==> src/hdl/pqr_pkg.sv <==
// Shared types, codes and key compare for the priority queue with change-priority.
package pqr_pkg;

  localparam int OP_W  = 2;
  localparam int ID_W  = 16;
  localparam int PRI_W = 16;
  localparam int TIM_W = 16;
  localparam int ST_W  = 2;
  localparam int OCC_W = 5;

  // Operation codes of a command word
  typedef enum logic [OP_W-1:0] {
    OP_ENQ = 2'd0,
    OP_DEQ = 2'd1,
    OP_CHG = 2'd2,
    OP_NOP = 2'd3
  } op_t;

  // Status codes of a result word
  typedef enum logic [ST_W-1:0] {
    ST_OK       = 2'd0,
    ST_EMPTY    = 2'd1,
    ST_NOTFOUND = 2'd2,
    ST_FULL     = 2'd3
  } status_t;

  // One task as held in a cell
  typedef struct packed {
    logic [ID_W-1:0]         id;
    logic signed [PRI_W-1:0] pri;
    logic [TIM_W-1:0]        tim;
  } entry_t;

  // What every cell of the chain does this cycle
  typedef enum logic [1:0] {
    CM_HOLD   = 2'd0,
    CM_INSERT = 2'd1,
    CM_REMOVE = 2'd2,
    CM_POP    = 2'd3
  } cell_mode_t;

  // Strictly larger by priority (signed), then by id (unsigned)
  function automatic logic key_above(entry_t a, entry_t b);
    logic res;
    if (a.pri != b.pri) begin
      res = (a.pri > b.pri);
    end else begin
      res = (a.id > b.id);
    end
    return res;
  endfunction

  function automatic logic key_equal(entry_t a, entry_t b);
    return (a.pri == b.pri) && (a.id == b.id);
  endfunction

endpackage

==> src/hdl/pqr_if.sv <==
// Valid/ready channel interfaces for command words and result words.
interface pqr_cmd_if;
  logic                             valid;
  logic                             ready;
  logic [pqr_pkg::OP_W-1:0]         op;
  logic [pqr_pkg::ID_W-1:0]         task_id;
  logic signed [pqr_pkg::PRI_W-1:0] task_priority;
  logic [pqr_pkg::TIM_W-1:0]        task_time;

  modport source (output valid, output op, output task_id, output task_priority,
                  output task_time, input ready);
  modport sink   (input valid, input op, input task_id, input task_priority,
                  input task_time, output ready);
endinterface

interface pqr_res_if;
  logic                             valid;
  logic                             ready;
  logic [pqr_pkg::ST_W-1:0]         status;
  logic [pqr_pkg::ID_W-1:0]         out_id;
  logic signed [pqr_pkg::PRI_W-1:0] out_priority;
  logic [pqr_pkg::TIM_W-1:0]        out_time;
  logic [pqr_pkg::OCC_W-1:0]        occupancy;

  modport source (output valid, output status, output out_id, output out_priority,
                  output out_time, output occupancy, input ready);
  modport sink   (input valid, input status, input out_id, input out_priority,
                  input out_time, input occupancy, output ready);
endinterface

==> src/hdl/pqr_cell.sv <==
// One cell of the sorted chain: a task, its age rank and a search token stage.
module pqr_cell #(
  parameter int AW = 4
) (
  input  logic                clk,
  input  logic                rst,
  input  pqr_pkg::cell_mode_t mode,
  input  pqr_pkg::entry_t     bc_entry,
  input  logic [AW-1:0]       bc_age,
  input  logic                left_valid,
  input  logic                left_above,
  input  pqr_pkg::entry_t     left_entry,
  input  logic [AW-1:0]       left_age,
  input  logic                right_valid,
  input  pqr_pkg::entry_t     right_entry,
  input  logic [AW-1:0]       right_age,
  input  logic                tin_found,
  input  logic [AW-1:0]       tin_age,
  input  pqr_pkg::entry_t     tin_entry,
  output logic                valid,
  output pqr_pkg::entry_t     entry,
  output logic [AW-1:0]       age,
  output logic                above,
  output logic                tok_found,
  output logic [AW-1:0]       tok_age,
  output pqr_pkg::entry_t     tok_entry
);

  logic            valid_next;
  pqr_pkg::entry_t entry_next;
  logic [AW-1:0]   age_next;
  logic            hit;

  // Full order: key, then older first; this cell sits strictly ahead of the broadcast
  assign above = valid && (pqr_pkg::key_above(entry, bc_entry) ||
                 (pqr_pkg::key_equal(entry, bc_entry) && (age < bc_age)));

  // Search token: keeps the oldest matching id seen so far along the chain
  assign hit = valid && (entry.id == bc_entry.id) && (!tin_found || (age < tin_age));

  // Cell update
  always_comb begin
    valid_next = valid;
    entry_next = entry;
    age_next   = age;
    unique case (mode)
      pqr_pkg::CM_HOLD: begin
      end
      pqr_pkg::CM_INSERT: begin
        if (!above) begin
          if (left_above) begin
            valid_next = 1'b1;
            entry_next = bc_entry;
            age_next   = bc_age;
          end else begin
            valid_next = left_valid;
            entry_next = left_entry;
            age_next   = left_age;
          end
        end
      end
      pqr_pkg::CM_REMOVE: begin
        if (!above) begin
          valid_next = right_valid;
          entry_next = right_entry;
          age_next   = right_age;
        end
      end
      pqr_pkg::CM_POP: begin
        // head leaves; ranks younger than it close the gap
        valid_next = right_valid;
        entry_next = right_entry;
        if (right_age > bc_age) begin
          age_next = right_age - AW'(1);
        end else begin
          age_next = right_age;
        end
      end
      default: begin
      end
    endcase
  end

  always_ff @(posedge clk) begin
    if (rst) begin
      valid     <= 1'b0;
      tok_found <= 1'b0;
    end else begin
      valid     <= valid_next;
      tok_found <= hit || tin_found;
    end
    entry <= entry_next;
    age   <= age_next;
    if (hit) begin
      tok_age   <= age;
      tok_entry <= entry;
    end else begin
      tok_age   <= tin_age;
      tok_entry <= tin_entry;
    end
  end

endmodule

==> src/hdl/priority_queue_with_rekey.sv <==
// Top level: max priority queue with change-priority, built on a sorted chain of cells.
//
//   channel  dir  handshake          payload
//   cmd      in   valid/ready        op, task_id, task_priority, task_time
//   res      out  valid/ready        status, out_id, out_priority, out_time, occupancy
//
// Enqueue, dequeue and the unused op are accepted, then one chain update also loads
// the result register. Change priority sends a search token along the whole chain
// one cell per cycle; when the id is held, the entry is then pulled out and
// reinserted with its new priority, and when it is not, the result loads right after
// the walk. A command is taken while the previous result still waits; the chain
// update that loads the result waits until the result register is free.
// Synchronous reset empties the chain.
module priority_queue_with_rekey #(
  parameter int CAPACITY = 16
) (
  input  logic      clk,
  input  logic      rst,
  pqr_cmd_if.sink   cmd,
  pqr_res_if.source res
);

  localparam int AW   = (CAPACITY > 1) ? $clog2(CAPACITY) : 1;
  localparam int CW   = $clog2(CAPACITY + 1);
  localparam int LAST = CAPACITY - 1;

  typedef enum logic [2:0] {
    S_IDLE,
    S_EXEC,
    S_SEARCH,
    S_DECIDE,
    S_REINS
  } state_t;

  state_t                          state;
  pqr_pkg::op_t                    it_op;
  logic [pqr_pkg::ID_W-1:0]        it_id;
  logic signed [pqr_pkg::PRI_W-1:0] it_pri;
  logic [pqr_pkg::TIM_W-1:0]       it_tim;
  logic [CW-1:0]                   count;
  logic [CW-1:0]                   cnt_next;
  logic [AW-1:0]                   srch;
  logic [AW-1:0]                   sv_age;
  logic [pqr_pkg::TIM_W-1:0]       sv_tim;

  pqr_pkg::cell_mode_t mode;
  pqr_pkg::entry_t     bc_entry;
  logic [AW-1:0]       bc_age;
  logic                ld;
  pqr_pkg::status_t    ld_status;
  pqr_pkg::entry_t     ld_entry;
  logic                out_free;

  // chain taps
  logic            c_valid [CAPACITY];
  pqr_pkg::entry_t c_entry [CAPACITY];
  logic [AW-1:0]   c_age   [CAPACITY];
  logic            c_above [CAPACITY];
  logic            t_found [CAPACITY];
  logic [AW-1:0]   t_age   [CAPACITY];
  pqr_pkg::entry_t t_entry [CAPACITY];

  assign cmd.ready = (state == S_IDLE);
  assign out_free  = !res.valid || res.ready;

  // Chain of cells
  for (genvar i = 0; i < CAPACITY; i++) begin : g_cell
    logic            l_valid;
    logic            l_above;
    pqr_pkg::entry_t l_entry;
    logic [AW-1:0]   l_age;
    logic            r_valid;
    pqr_pkg::entry_t r_entry;
    logic [AW-1:0]   r_age;
    logic            ti_found;
    logic [AW-1:0]   ti_age;
    pqr_pkg::entry_t ti_entry;

    if (i == 0) begin : g_head
      assign l_valid  = 1'b0;
      assign l_above  = 1'b1;
      assign l_entry  = '0;
      assign l_age    = '0;
      assign ti_found = 1'b0;
      assign ti_age   = '0;
      assign ti_entry = '0;
    end else begin : g_link
      assign l_valid  = c_valid[i-1];
      assign l_above  = c_above[i-1];
      assign l_entry  = c_entry[i-1];
      assign l_age    = c_age[i-1];
      assign ti_found = t_found[i-1];
      assign ti_age   = t_age[i-1];
      assign ti_entry = t_entry[i-1];
    end

    if (i == LAST) begin : g_tail
      assign r_valid = 1'b0;
      assign r_entry = '0;
      assign r_age   = '0;
    end else begin : g_next
      assign r_valid = c_valid[i+1];
      assign r_entry = c_entry[i+1];
      assign r_age   = c_age[i+1];
    end

    pqr_cell #(.AW(AW)) u_cell (
      .clk         (clk),
      .rst         (rst),
      .mode        (mode),
      .bc_entry    (bc_entry),
      .bc_age      (bc_age),
      .left_valid  (l_valid),
      .left_above  (l_above),
      .left_entry  (l_entry),
      .left_age    (l_age),
      .right_valid (r_valid),
      .right_entry (r_entry),
      .right_age   (r_age),
      .tin_found   (ti_found),
      .tin_age     (ti_age),
      .tin_entry   (ti_entry),
      .valid       (c_valid[i]),
      .entry       (c_entry[i]),
      .age         (c_age[i]),
      .above       (c_above[i]),
      .tok_found   (t_found[i]),
      .tok_age     (t_age[i]),
      .tok_entry   (t_entry[i])
    );
  end

  // Chain command, broadcast word and result load
  always_comb begin
    mode      = pqr_pkg::CM_HOLD;
    bc_entry  = '{id: it_id, pri: it_pri, tim: it_tim};
    bc_age    = AW'(count);
    ld        = 1'b0;
    ld_status = pqr_pkg::ST_OK;
    ld_entry  = '0;
    cnt_next  = count;
    unique case (state)
      S_EXEC: begin
        if (out_free && (it_op != pqr_pkg::OP_CHG)) begin
          ld = 1'b1;
          unique case (it_op)
            pqr_pkg::OP_ENQ: begin
              if (count == CW'(CAPACITY)) begin
                ld_status = pqr_pkg::ST_FULL;
              end else begin
                mode     = pqr_pkg::CM_INSERT;
                cnt_next = count + CW'(1);
              end
            end
            pqr_pkg::OP_DEQ: begin
              if (count == '0) begin
                ld_status = pqr_pkg::ST_EMPTY;
              end else begin
                mode     = pqr_pkg::CM_POP;
                bc_age   = c_age[0];
                ld_entry = c_entry[0];
                cnt_next = count - CW'(1);
              end
            end
            default: begin
            end
          endcase
        end
      end
      S_DECIDE: begin
        if (t_found[LAST]) begin
          mode     = pqr_pkg::CM_REMOVE;
          bc_entry = '{id: it_id, pri: t_entry[LAST].pri, tim: t_entry[LAST].tim};
          bc_age   = t_age[LAST];
        end else if (out_free) begin
          ld        = 1'b1;
          ld_status = pqr_pkg::ST_NOTFOUND;
        end
      end
      S_REINS: begin
        bc_entry = '{id: it_id, pri: it_pri, tim: sv_tim};
        bc_age   = sv_age;
        if (out_free) begin
          mode = pqr_pkg::CM_INSERT;
          ld   = 1'b1;
        end
      end
      default: begin
      end
    endcase
  end

  // Sequencer, occupancy and result register
  always_ff @(posedge clk) begin
    if (rst) begin
      state     <= S_IDLE;
      count     <= '0;
      srch      <= '0;
      res.valid <= 1'b0;
    end else begin
      count <= cnt_next;
      if (ld) begin
        res.valid        <= 1'b1;
        res.status       <= ld_status;
        res.out_id       <= ld_entry.id;
        res.out_priority <= ld_entry.pri;
        res.out_time     <= ld_entry.tim;
        res.occupancy    <= pqr_pkg::OCC_W'(cnt_next);
      end else if (res.ready) begin
        res.valid <= 1'b0;
      end
      unique case (state)
        S_IDLE: begin
          if (cmd.valid) begin
            it_op  <= pqr_pkg::op_t'(cmd.op);
            it_id  <= cmd.task_id;
            it_pri <= cmd.task_priority;
            it_tim <= cmd.task_time;
            state  <= S_EXEC;
          end
        end
        S_EXEC: begin
          if (it_op == pqr_pkg::OP_CHG) begin
            srch  <= '0;
            state <= S_SEARCH;
          end else if (out_free) begin
            state <= S_IDLE;
          end
        end
        S_SEARCH: begin
          // token advances one cell per cycle until it reaches the tail
          if (srch == AW'(LAST)) begin
            state <= S_DECIDE;
          end else begin
            srch <= srch + AW'(1);
          end
        end
        S_DECIDE: begin
          if (t_found[LAST]) begin
            sv_age <= t_age[LAST];
            sv_tim <= t_entry[LAST].tim;
            state  <= S_REINS;
          end else if (out_free) begin
            state <= S_IDLE;
          end
        end
        S_REINS: begin
          if (out_free) begin
            state <= S_IDLE;
          end
        end
        default: begin
          state <= S_IDLE;
        end
      endcase
    end
  end

endmodule

==> src/flat_wrapper.sv <==
// flat-port wrapper written by rule: the top's interface ports become plain ports
module priority_queue_with_rekey_flat 
#(
  parameter int CAPACITY = 16
)
  (clk, rst, cmd_valid, cmd_op, cmd_task_id, cmd_task_priority, cmd_task_time, cmd_ready, res_valid, res_status, res_out_id, res_out_priority, res_out_time, res_occupancy, res_ready);
  pqr_cmd_if cmd_i ();
  pqr_res_if res_i ();
  input  logic clk;
  input  logic rst;
  input wire logic [$bits(cmd_i.valid)-1:0] cmd_valid;
  input wire logic [$bits(cmd_i.op)-1:0] cmd_op;
  input wire logic [$bits(cmd_i.task_id)-1:0] cmd_task_id;
  input wire logic [$bits(cmd_i.task_priority)-1:0] cmd_task_priority;
  input wire logic [$bits(cmd_i.task_time)-1:0] cmd_task_time;
  output wire logic [$bits(cmd_i.ready)-1:0] cmd_ready;
  output wire logic [$bits(res_i.valid)-1:0] res_valid;
  output wire logic [$bits(res_i.status)-1:0] res_status;
  output wire logic [$bits(res_i.out_id)-1:0] res_out_id;
  output wire logic [$bits(res_i.out_priority)-1:0] res_out_priority;
  output wire logic [$bits(res_i.out_time)-1:0] res_out_time;
  output wire logic [$bits(res_i.occupancy)-1:0] res_occupancy;
  input wire logic [$bits(res_i.ready)-1:0] res_ready;
  assign cmd_i.valid = cmd_valid;
  assign cmd_i.op = cmd_op;
  assign cmd_i.task_id = cmd_task_id;
  assign cmd_i.task_priority = cmd_task_priority;
  assign cmd_i.task_time = cmd_task_time;
  assign cmd_ready = cmd_i.ready;
  assign res_valid = res_i.valid;
  assign res_status = res_i.status;
  assign res_out_id = res_i.out_id;
  assign res_out_priority = res_i.out_priority;
  assign res_out_time = res_i.out_time;
  assign res_occupancy = res_i.occupancy;
  assign res_i.ready = res_ready;
  priority_queue_with_rekey #(.CAPACITY(CAPACITY)) u_core (.clk(clk), .rst(rst), .cmd(cmd_i), .res(res_i));
endmodule
==> config.mk <==
export PLATFORM = sky130hd
export DESIGN_NAME = priority_queue_with_rekey_flat
export DESIGN_NICKNAME = d
export VERILOG_FILES = /design/src/hdl/pqr_pkg.sv /design/src/hdl/pqr_if.sv /design/src/hdl/pqr_cell.sv /design/src/hdl/priority_queue_with_rekey.sv /design/src/flat_wrapper.sv
export SDC_FILE = /design/constraint.sdc
export NUM_CORES = 2
export LEC_CHECK = 0
export BUFFER_PORTS_ARGS = -buffer_cell sky130_fd_sc_hd__buf_2
export CAP_MARGIN = 20
export CORE_ASPECT_RATIO = 1.75
export CORE_MARGIN = 5
export CORE_UTILIZATION = 45
export DETAILED_ROUTE_END_ITERATION = 8
export GPL_TIMING_DRIVEN = 0
export HOLD_SLACK_MARGIN = 0.05
export PLACE_DENSITY = 0.7
export SYNTH_ARGS = -nofsm -noshare
export SYNTH_HDL_FRONTEND = slang
export SYNTH_SLANG_ARGS = --single-unit
==> constraint.sdc <==
create_clock -name clk -period 10 [get_ports clk]
set_input_delay 2.5 -clock clk [delete_from_list [all_inputs] [get_ports clk]]
set_output_delay 2.5 -clock clk [all_outputs]
set_load 0.02 [all_outputs]
==> qor.yml <==
status: "complete, but fails checks"
violations: "negative setup slack"
slowest_stage: "nor4_1"
fin_nets: 8450
grt_max_degree: 54
setup_ws_ns: -0.0744
grt_pass1_vias: 68900
std_cell_rows: 206
synth_ff_type: "edfxtp_1"
r2r_slack_ns: -0.07
drt_iter0_drc: 7709
crit_fanout: 52
synthDistinctLibCells: 90
grt_pass1_wl_mm: 537
insertion_delay_ns: 0.87
drive_gt1_share_pct: 14.9
final-setup-viol-count: 42
cts.path.max_buffers: 4
cpPeakStageDelay_ns: 0.89
cp_top_family: "simple AND/OR/NAND/NOR gates"
post-route-min-period_ns: 10.07
synthTopCellsByArea: "edfxtp_1, dfxtp_1, ha_1"
cp.required_ns: 10.46
syn_area_per_cell_um2: 11.1
gr-total-overflow: 0
slew_viol_final: 0
start_kind: "register"
portBuffers: 109
dieArea_um2: 189000
clockRootBuffer: "clkbuf_16"
place_inst: 9973
fp.dieW_um: 331
ys_top_cells_by_count: "edfxtp_1, nand2_1, ha_1"
synth_top_area_share_pct: 35.4
final_cells: 10300
track_usage_pct: 40.9
ys_seq_elements: 1578
synthSimpleGateAreaFrac_pct: 11.5
synth_top_family_by_area: "compound AO/OA/AOI/OAI gates"
yosysMostFrequentCell: "edfxtp_1"
synth_xor_area_share_pct: 0.658
core_region_area_um2: 180000
whs_ns: 0.435
boundaryPins: 111
cts_made_buffers: 160
gp_congestion: 1.08
clkSinkCount: 1578
tns_ns: -2.01
wire_per_inst_um: 38.4
yosys.area.top_type: "edfxtp_1"
area_growth_pct: 14.8
period_share_pct: 101
place_hpwl_mm: 306
synthAdderAreaFrac_pct: 9.69
worst_pin_slew_ns: 1.40
yosysWarnings: 0
htreeDepth: 4
synth_edf_count: 957
vdd_drop_max_mv: 0.148
rsz0062_at_grt: "no"
antenna_found_initial: 24
viasPerCell: 6.68
clk_pin_slew_ns: 0.07
synth_compound_area_share_pct: 14.0
vias: 68900
cp_cell_sequence: "clkbuf_1, nand4b_1, clkbuf_2, clkbuf_1, nand2_1, nand2_1, inv_1, ha_1, nand4_1, nor2_1, nand4_1, nor4_1, and3b_1, o41ai_4, clkdlybuf4s15_1, buf_1, nand2_1, nand2_4"
power_leakage_nw: 36.6
synthCells: 7346
initial_core_util_pct: 45.2
critPathBufInv: 6
die_h_um: 572
ys_async_sr_fraction_pct: 0
cp-end-kind: "register"
drt_pass1_iterations: 6
synth_area_um2: 81200
fmax_mhz: 99.3
drc: 0
seq_area_frac_synth_pct: 50.7
hold_violations: 0
powerDensity_nw_per_um2: 155
worstSetupPathType: "reg -> reg"
worstPathArrival_ns: 10.53
slew_headroom_pct: 6.38
hold_class: "reg -> reg"
crit_top_cell: "nand2_1"
ctsHoldBuffers: 0
syn_nets: 8022
pre_cts_ws_ns: -0.124
drtAntennaViolNets: 0
synthMuxAreaShare_pct: 10.1
wirelength_mm: 396
maxCapViolCount: 0
utilization_pct: 51.9
finClkSkew_ns: 0.0613
cts_tree: "built"
-- layout make-up --
| type | instances | area [um2] |
|---|---|---|
| clock inverters | 63 | 782 |
| well taps | 2392 | 2990 |
| plain buffers | 441 | 1790 |
| clock buffers | 222 | 4570 |
| inverters | 253 | 953 |
| diodes | 25 | 62.6 |
| flip-flops and latches | 1578 | 41200 |
| fillers | 16000 | 86500 |
| repair buffers | 266 | 3240 |
| multi-input cells | 5074 | 37600 |
-- report_power, final --
part           internal (mW)  switching [mW]
Clock                   3.62            2.78
Sequential              6.98           0.129
Combinational          0.305           0.638
-- through the flow --
step                      total power [mW]  instance area (um2)
after floorplan                       7.68                81200
after global placement                8.07                84700
after detailed placement              8.13                87300
after CTS                             14.4                92600
after global routing                  14.7                93100
final                                 14.4                93200
-- routing by layer --
layer  vias up  global-route usage (%)  share of wire (%)
met3      1986                    10.7                8.5
met1     33800                    39.0                 30
li1      28600                       -                  -
met5         -                   0.104              0.027
met4        14                    47.4                 16
met2      4464                    66.4                 46
-- sequential cells by signal (all words and copies together) (netlist names) --
| register | count |
|---|---|
| u_core.res.status | 2 |
| u_core.res.out_priority | 16 |
| u_core.g_cell.u_cell.tok_found | 16 |
| u_core.res.out_id | 16 |
| u_core.g_cell.u_cell.age | 64 |
| u_core.g_cell.u_cell.entry | 768 |
| u_core.it_op | 2 |
| u_core.it_pri | 16 |
| u_core.state | 3 |
| u_core.sv_age | 4 |
| u_core.it_tim | 16 |
| u_core.count | 5 |
| u_core.res.valid | 1 |
| u_core.g_cell.u_cell.valid | 16 |
| u_core.srch | 4 |
| u_core.res.out_time | 16 |
| u_core.it_id | 16 |
| u_core.g_cell.u_cell.tok_age | 64 |
| u_core.res.occupancy | 5 |
| u_core.sv_tim | 16 |
| u_core.g_cell.u_cell.tok_entry | 512 |
-- cells by family after synthesis --
group / count (synthesis)
XOR/XNOR: 61
AND/OR/NAND/NOR: 1995
multiplexers: 756
flip-flops: 1578
buffers and inverters: 694
adder cells (fa/ha/maj): 630
AO/OA/AOI/OAI: 1632
-- path summary, 6_finish.rpt --
path                                                 endpoint  cells after the start                                      startpoint
setup / recovery  u_core.g_cell[10].u_cell.entry[9]$_DFFE_PP_                     18                    u_core.state[2]$_SDFFE_PP0P_
hold / removal                    u_core.sv_tim[12]$_DFFE_PP_                      0  u_core.g_cell[15].u_cell.tok_entry[12]$_DFF_P_
setup reg to reg  u_core.g_cell[10].u_cell.entry[9]$_DFFE_PP_                     18                    u_core.state[2]$_SDFFE_PP0P_
hold reg to reg                   u_core.sv_tim[12]$_DFFE_PP_                      0  u_core.g_cell[15].u_cell.tok_entry[12]$_DFF_P_
-- layout by cell type, fill, tap and decap left out, types with 39 or more instances in the layout --
cell | Yosys | layout
nor4_1 | 49 | 42
clkbuf_16 | 0 | 167
nor2b_1 | 94 | 94
a31oi_1 | 80 | 78
nand3_1 | 337 | 336
nand4_1 | 117 | 117
nor2_1 | 372 | 369
clkbuf_1 | 326 | 350
edfxtp_1 | 957 | 957
o21ai_0 | 319 | 308
buf_8 | 0 | 59
xnor2_1 | 46 | 46
dfxtp_1 | 621 | 621
buf_2 | 67 | 184
a221o_1 | 215 | 215
inv_1 | 252 | 251
a21oi_1 | 349 | 346
buf_16 | 0 | 43
and2_1 | 100 | 99
nand2_1 | 734 | 729
nand2b_1 | 43 | 43
mux2_2 | 505 | 505
o211ai_1 | 212 | 212
nor3_1 | 59 | 57
ha_1 | 622 | 622
o221ai_1 | 58 | 58
mux2i_1 | 250 | 250
buf_1 | 42 | 39
o21a_1 | 42 | 42
a21o_1 | 93 | 89
-- repair_timing --
item	4_1_cts	5_1_grt
gates resized for setup	1	5
setup endpoints to repair	52	84
setup buffers	0	1
-- worst reg2reg max path: cells and delay by family (launching register included) --
kind,cells,cell delay [ns]
simple gates,10,4.19
buf+inv,6,3.71
compound gates,1,0.67
flops,1,0.33
fa+ha+maj,1,0.70
No activity file was read; power rests on OpenSTA's default activity.
